[src/krs_pkg.sv]
// Shared types and constants for the k-nearest-neighbour radius selection block.
// No dependencies; every other file of the block but krs_ram imports this package.
package krs_pkg;

  localparam int COORD_W     = 16;
  localparam int NUM_COORDS  = 8;
  localparam int SQ_W        = 32;
  localparam int DIST_W      = 35;
  localparam int BEST_W      = DIST_W + 1;
  localparam int COUNT_W     = 9;
  localparam int INDEX_W     = 8;
  localparam int RANK_W      = 4;

  localparam logic [COUNT_W-1:0] COUNT_RESET = COUNT_W'(256);

  localparam logic CMD_LOAD  = 1'b0;
  localparam logic CMD_QUERY = 1'b1;

  // Commands from the controller to the datapath.
  typedef struct packed {
    logic wr_en;
    logic rd_en;
    logic scan_v;
    logic capture;
    logic clear;
    logic shift;
  } krs_cmd_t;

  // Status from the datapath back to the controller.
  typedef struct packed {
    logic busy;
    logic head_valid;
    logic head_last;
  } krs_stat_t;

endpackage

[src/krs_ctrl.sv]
// Controller state machine: sequences loads, the store scan and result delivery.
// Depends on krs_pkg for the command and status structs.
module krs_ctrl
  import krs_pkg::*;
#(
  parameter int MAX_POINTS = 256
) (
  input  logic                          clk,
  input  logic                          rst,
  input  logic                          req_valid,
  output logic                          req_ready,
  input  logic                          req_command,
  input  logic [INDEX_W-1:0]            req_index,
  input  logic                          cfg_valid,
  output logic                          cfg_ready,
  input  logic [COUNT_W-1:0]            cfg_data,
  output logic                          res_valid,
  input  logic                          res_ready,
  output krs_cmd_t                      cmd,
  output logic [$clog2(MAX_POINTS)-1:0] addr,
  input  krs_stat_t                     stat
);

  localparam int AW = $clog2(MAX_POINTS);
  localparam int CW = AW + 1;

  localparam logic [2:0] S_IDLE  = 3'd0;
  localparam logic [2:0] S_FETCH = 3'd1;
  localparam logic [2:0] S_LATCH = 3'd2;
  localparam logic [2:0] S_SCAN  = 3'd3;
  localparam logic [2:0] S_DRAIN = 3'd4;
  localparam logic [2:0] S_EMIT  = 3'd5;

  logic [2:0]         state, state_next;
  logic [INDEX_W-1:0] qidx, qidx_next;
  logic [CW-1:0]      cnt, cnt_next;
  logic [COUNT_W-1:0] point_count;
  logic [CW-1:0]      used;
  logic               idx_ok;

  assign cfg_ready = 1'b1;
  assign used   = (32'(point_count) > 32'(MAX_POINTS)) ? CW'(MAX_POINTS) : CW'(point_count);
  assign idx_ok = 32'(req_index) < 32'(MAX_POINTS);

  always_ff @(posedge clk) begin
    if (rst) begin
      state       <= S_IDLE;
      point_count <= COUNT_RESET;
    end else begin
      state <= state_next;
      if (cfg_valid) begin
        point_count <= cfg_data;
      end
    end
  end

  always_ff @(posedge clk) begin
    qidx <= qidx_next;
    cnt  <= cnt_next;
  end

  always_comb begin
    state_next = state;
    qidx_next  = qidx;
    cnt_next   = cnt;
    cmd        = '0;
    addr       = cnt[AW-1:0];
    req_ready  = 1'b0;
    res_valid  = 1'b0;
    unique case (state)
      S_IDLE: begin
        req_ready = 1'b1;
        addr      = AW'(req_index);
        if (req_valid && idx_ok) begin
          if (req_command == CMD_LOAD) begin
            cmd.wr_en = 1'b1;
          end else begin
            qidx_next  = req_index;
            state_next = S_FETCH;
          end
        end
      end
      S_FETCH: begin
        cmd.rd_en  = 1'b1;
        addr       = AW'(qidx);
        state_next = S_LATCH;
      end
      S_LATCH: begin
        cmd.capture = 1'b1;
        cmd.clear   = 1'b1;
        cnt_next    = '0;
        state_next  = (used == '0) ? S_DRAIN : S_SCAN;
      end
      S_SCAN: begin
        cmd.rd_en  = 1'b1;
        cmd.scan_v = 32'(cnt) != 32'(qidx);
        cnt_next   = CW'(cnt + 1'b1);
        if (CW'(cnt + 1'b1) == used) begin
          state_next = S_DRAIN;
        end
      end
      S_DRAIN: begin
        if (!stat.busy) begin
          state_next = S_EMIT;
        end
      end
      S_EMIT: begin
        res_valid = stat.head_valid;
        if (!stat.head_valid) begin
          state_next = S_IDLE;
        end else if (res_ready) begin
          cmd.shift = 1'b1;
          if (stat.head_last) begin
            state_next = S_IDLE;
          end
        end
      end
      default: begin
        state_next = S_IDLE;
      end
    endcase
  end

endmodule

[config.mk]
export PLATFORM = sky130hd
export DESIGN_NAME = krs_ctrl
export DESIGN_NICKNAME = d
export VERILOG_FILES = /design/src/krs_pkg.sv /design/src/krs_ctrl.sv
export SDC_FILE = /design/constraint.sdc
export NUM_CORES = 1
export LEC_CHECK = 0
export BUFFER_PORTS_ARGS = -buffer_cell sky130_fd_sc_hd__buf_2
export CAP_MARGIN = 25
export CORE_UTILIZATION = 46
export DETAILED_ROUTE_END_ITERATION = 8
export GPL_TIMING_DRIVEN = 0
export PLACE_DENSITY = 0.78
export SLEW_MARGIN = 10
export SYNTH_ARGS = -nofsm -noshare
export SYNTH_HDL_FRONTEND = slang
export SYNTH_SLANG_ARGS = --single-unit
[constraint.sdc]
create_clock -name clk -period 5 [get_ports clk]
set_clock_uncertainty 0.15 [all_clocks]
set_input_delay 0.75 -clock clk [delete_from_list [all_inputs] [get_ports clk]]
set_output_delay 0.75 -clock clk [all_outputs]
set_load 0.03 [all_outputs]
* After elaboration in Yosys (flattened, before gate mapping)
Cells that the tools add are included. Widths: inputs -> output; s select.
Cells by class: add/sub/neg operators 1, magnitude comparators 1, equality and inequality tests 13, multiplexer cells 23, reductions and logical operators 6
Operators with widths (count):
- $mux 3 | 8
- $pmux 3 s6 | 1
- $pmux 9 s2 | 1
- $pmux 8 s2 | 1
- $mux 1 | 10
- $add 9x1->9 const B | 1
- $eq 9x9->1 | 1
- $gt 9x9->1 const B | 1
- $logic_not 9->1 | 1
- $mux 9 | 1
- $ne 9x8->1 | 1
- $ne 2x2->1 const B | 4
- $eq 3x2->1 const B | 2
- $eq 3x3->1 const B | 2
- $ne 3x3->1 const B | 2
- $reduce_and 6->1 | 1
- $eq 3x1->1 const B | 1
- $logic_not 3->1 | 1
- $reduce_and 3->1 | 1
- $mux 2 | 1
- $reduce_bool 2->1 | 1
- $reduce_or 2->1 | 1
Word-level totals: register bits 29, input port bits 26, output and inout port bits 17, word-level logic and storage cells 48

* Longest topological paths before layout
depth after elaboration 5, gate-level depth with buffers 7, mapped depth without buffers 7

* Least setup slack after synthesis
No wires, ideal clock.
kind reg2out, from register state[2], to output cmd[3] in the netlist's numbering, arrival 1.892 ns, data required time 4.100 ns, setup slack 2.208 ns, cell stages (with the launch flop) 5, path buffers 1, cells stage by stage dfxtp_1 > clkbuf_1 > nor2b_1 > nand2_1 > a21oi_1
RTL lines:
- start: declaration | line krs_ctrl.sv:34 | logic [2:0] state, state_next;
- start signal: assignment | line krs_ctrl.sv:50 | state <= state_next;
- end: declaration | line krs_ctrl.sv:19 | output krs_cmd_t cmd,

==> qor.yml <==
worst_slew_pin_slew_ns: 0.929
cts_root_buffer: "clkbuf_8"
synthAdderAreaFrac: 0.00692
drive_gt1_frac: 0.225
slowest_delay_ns: 0.76
numCtsBuffers: 5
antenna_found_initial: 0
wl_um: 3580
clkSinkCount: 29
io_pins: 43
critPathMaxFanout: 13
die_h_um: 64.7
io_buffers: 40
dpl.hpwl_um: 2740
fin_tns_setup_ns: 0
layoutNonFillerInstCount: 288
worstPathRequired_ns: 4.10
path_cells: "clkbuf_1 -> nor2b_1 -> nand2_1 -> a21oi_1 -> buf_2"
yosys_warnings: 0
fin_nets: 266
drc: 0
std_cell_rows: 22
n_fill_cell: 345
ys_async_sr_fraction: 0
status: "completed"
grt_pass1_wl_um: 5870
cts_tree: "yes"
first_pass_iters: 4
final_cell_mix: "buf_2, nor2_1, nand2_1"
synth-simple-area-share: 0.206
final_max_slew_viol_count: 0
pre_cts_ws_ns: 1.95
synth_area_per_cell_sq_um: 9.42
grt_use_total: 0.185
synth-seq-area-share: 0.415
clk_path_buf_depth: 2
cp-end-kind: "primary output"
period_share: 0.664
clk_pin_slew_ns: 0.06
grt_start_max_net_pins: 14
h-tree-depth: 2
ir_worst_vdd_mv: 0.207
hold_buffers: 0
vias: 1512
leakagePower_nw: 0.869
synth_top_family_by_area: "simple AND/OR/NAND/NOR gates"
holdWs_ns: 0.368
finalCoreUtilization: 0.581
synth_area_sq_um: 1810
hp-class: "flop to flop"
die_w_um: 64.7
slew_headroom: 0.379
grt_setup_unrepaired: "false"
vias_per_cell: 5.25
final_common_cell: "buf_2"
setup_viol: 0
cts_resized: 0
ys.flop_type: "edfxtp_1"
first_global_vias: 1344
ys_ff_latch: 29
cp.arrival_ns: 2.42
drt_iter0_markers: 33
areaGrowthSynthToFinish_pct: 19.4
max_cap_viol_count: 0
slowest_stage: "nor2b_1"
synth_mux_area_frac: 0.0886
synthesis.nets: 219
post_drt_wl_per_cell_um: 12.4
pwr_density_cell_nw_per_um2: 279
fin_crit_ns: 3.32
die_area_sq_um: 4180
fmax_ghz: 0.301
dp_cells: 280
worstSetupPathType: "flop to primary output"
synth_edf_count: 17
start_kind: "flop"
syn_inst: 192
n_antenna_cell: 0
ys_types: 43
start_util: 0.487
synth_compound_area_frac: 0.118
ant_nets: 0
synth-xor-area-share: 0.124
setup_ws_ns: 1.68
overflow: 0
coreArea_sq_um: 3720
clk_latency_ns: 0.28
gp_congestion: 0.809
cts_setup_buffers: 0
hold_viol: 0
[synthesized netlist by cell type (all sizes together) (3+ instances only)]
cell    count  area [sq um]
a21oi       8          40.0
and3        3          18.8
buf         4          23.8
clkbuf     10          37.5
dfxtp      12           240
edfxtp     17           510
inv         3          11.3
mux2i      16           160
nand2      19          71.3
nand3       4          20.0
nor2       21          78.8
nor2b       7          43.8
nor3        4          20.0
nor3b       3          22.5
o21ai      14          70.1
or2         3          18.8
or4         3          26.3
xnor2      10          87.6
xnor3       3          67.6
xor2        7          68.8
[area by class of cell]
cell class | instances | area (sq um) | area share
sequential | 29 | 751 | 0.348
clock buffer | 8 | 90.1 | 0.0417
multi-input combinational | 146 | 985 | 0.456
inverter | 3 | 11.3 | 0.00522
tap | 48 | 60.1 | 0.0278
buffer | 14 | 61.3 | 0.0284
timing repair buffer | 40 | 200 | 0.0928
[critical path, delay by kind of cell (launching register included)]
family,cells,cell delay [ns]
AO/OA/AOI/OAI,1,0.24
buffers and inverters,2,0.40
flip-flops,1,0.29
AND/OR/NAND/NOR,2,1.20
[worst paths after layout]
path / startpoint / to / slack [ns] / cells past startpoint
max: state[2]$_SDFFE_PP0P_ / cmd[3] / 1.68 / 5
min: point_count[1]$_SDFFE_PP0P_ / point_count[1]$_SDFFE_PP0P_ / 0.37 / 2
max reg2reg: cnt[1]$_SDFFCE_PN0P_ / state[2]$_SDFFE_PP0P_ / 2.30 / 7
min reg2reg: point_count[1]$_SDFFE_PP0P_ / point_count[1]$_SDFFE_PP0P_ / 0.37 / 2
[metrics by stage]
stage | cell area [sq um] | total power, W
final | 2160 | 0.000603
after global routing | 2160 | 0.000631
after CTS | 2160 | 0.000607
after detailed placement | 2070 | 0.000412
after global placement | 2070 | 0.000409
after floorplan | 1810 | 0.000375
[flip-flops by register name, indices dropped and copies added, names as in the netlist]
register / flops
point_count: 9
qidx: 8
state: 3
cnt: 9
[power by group]
group | switching, W | total (W) | internal [W]
logic | 0.0000784 | 0.000131 | 0.0000526
clock network | 0.0000840 | 0.000196 | 0.000112
registers | 0.0000101 | 0.000276 | 0.000266
total | 0.000172 | 0.000603 | 0.000430
[logic make-up after synthesis]
family          Yosys count
fa+ha+maj                 1
xor+xnor                 20
other cells               1
mux                      16
buf+inv                  17
simple gates             75
flops                    29
compound gates           33
[per-layer routing]
layer / global-route usage / routed length [um]
met2: 0.309 / 1670
met5: 0 / 0
met4: 0.0694 / 55
met1: 0.219 / 1690
met3: 0.0634 / 166
(Power assumes the default switching activity.)
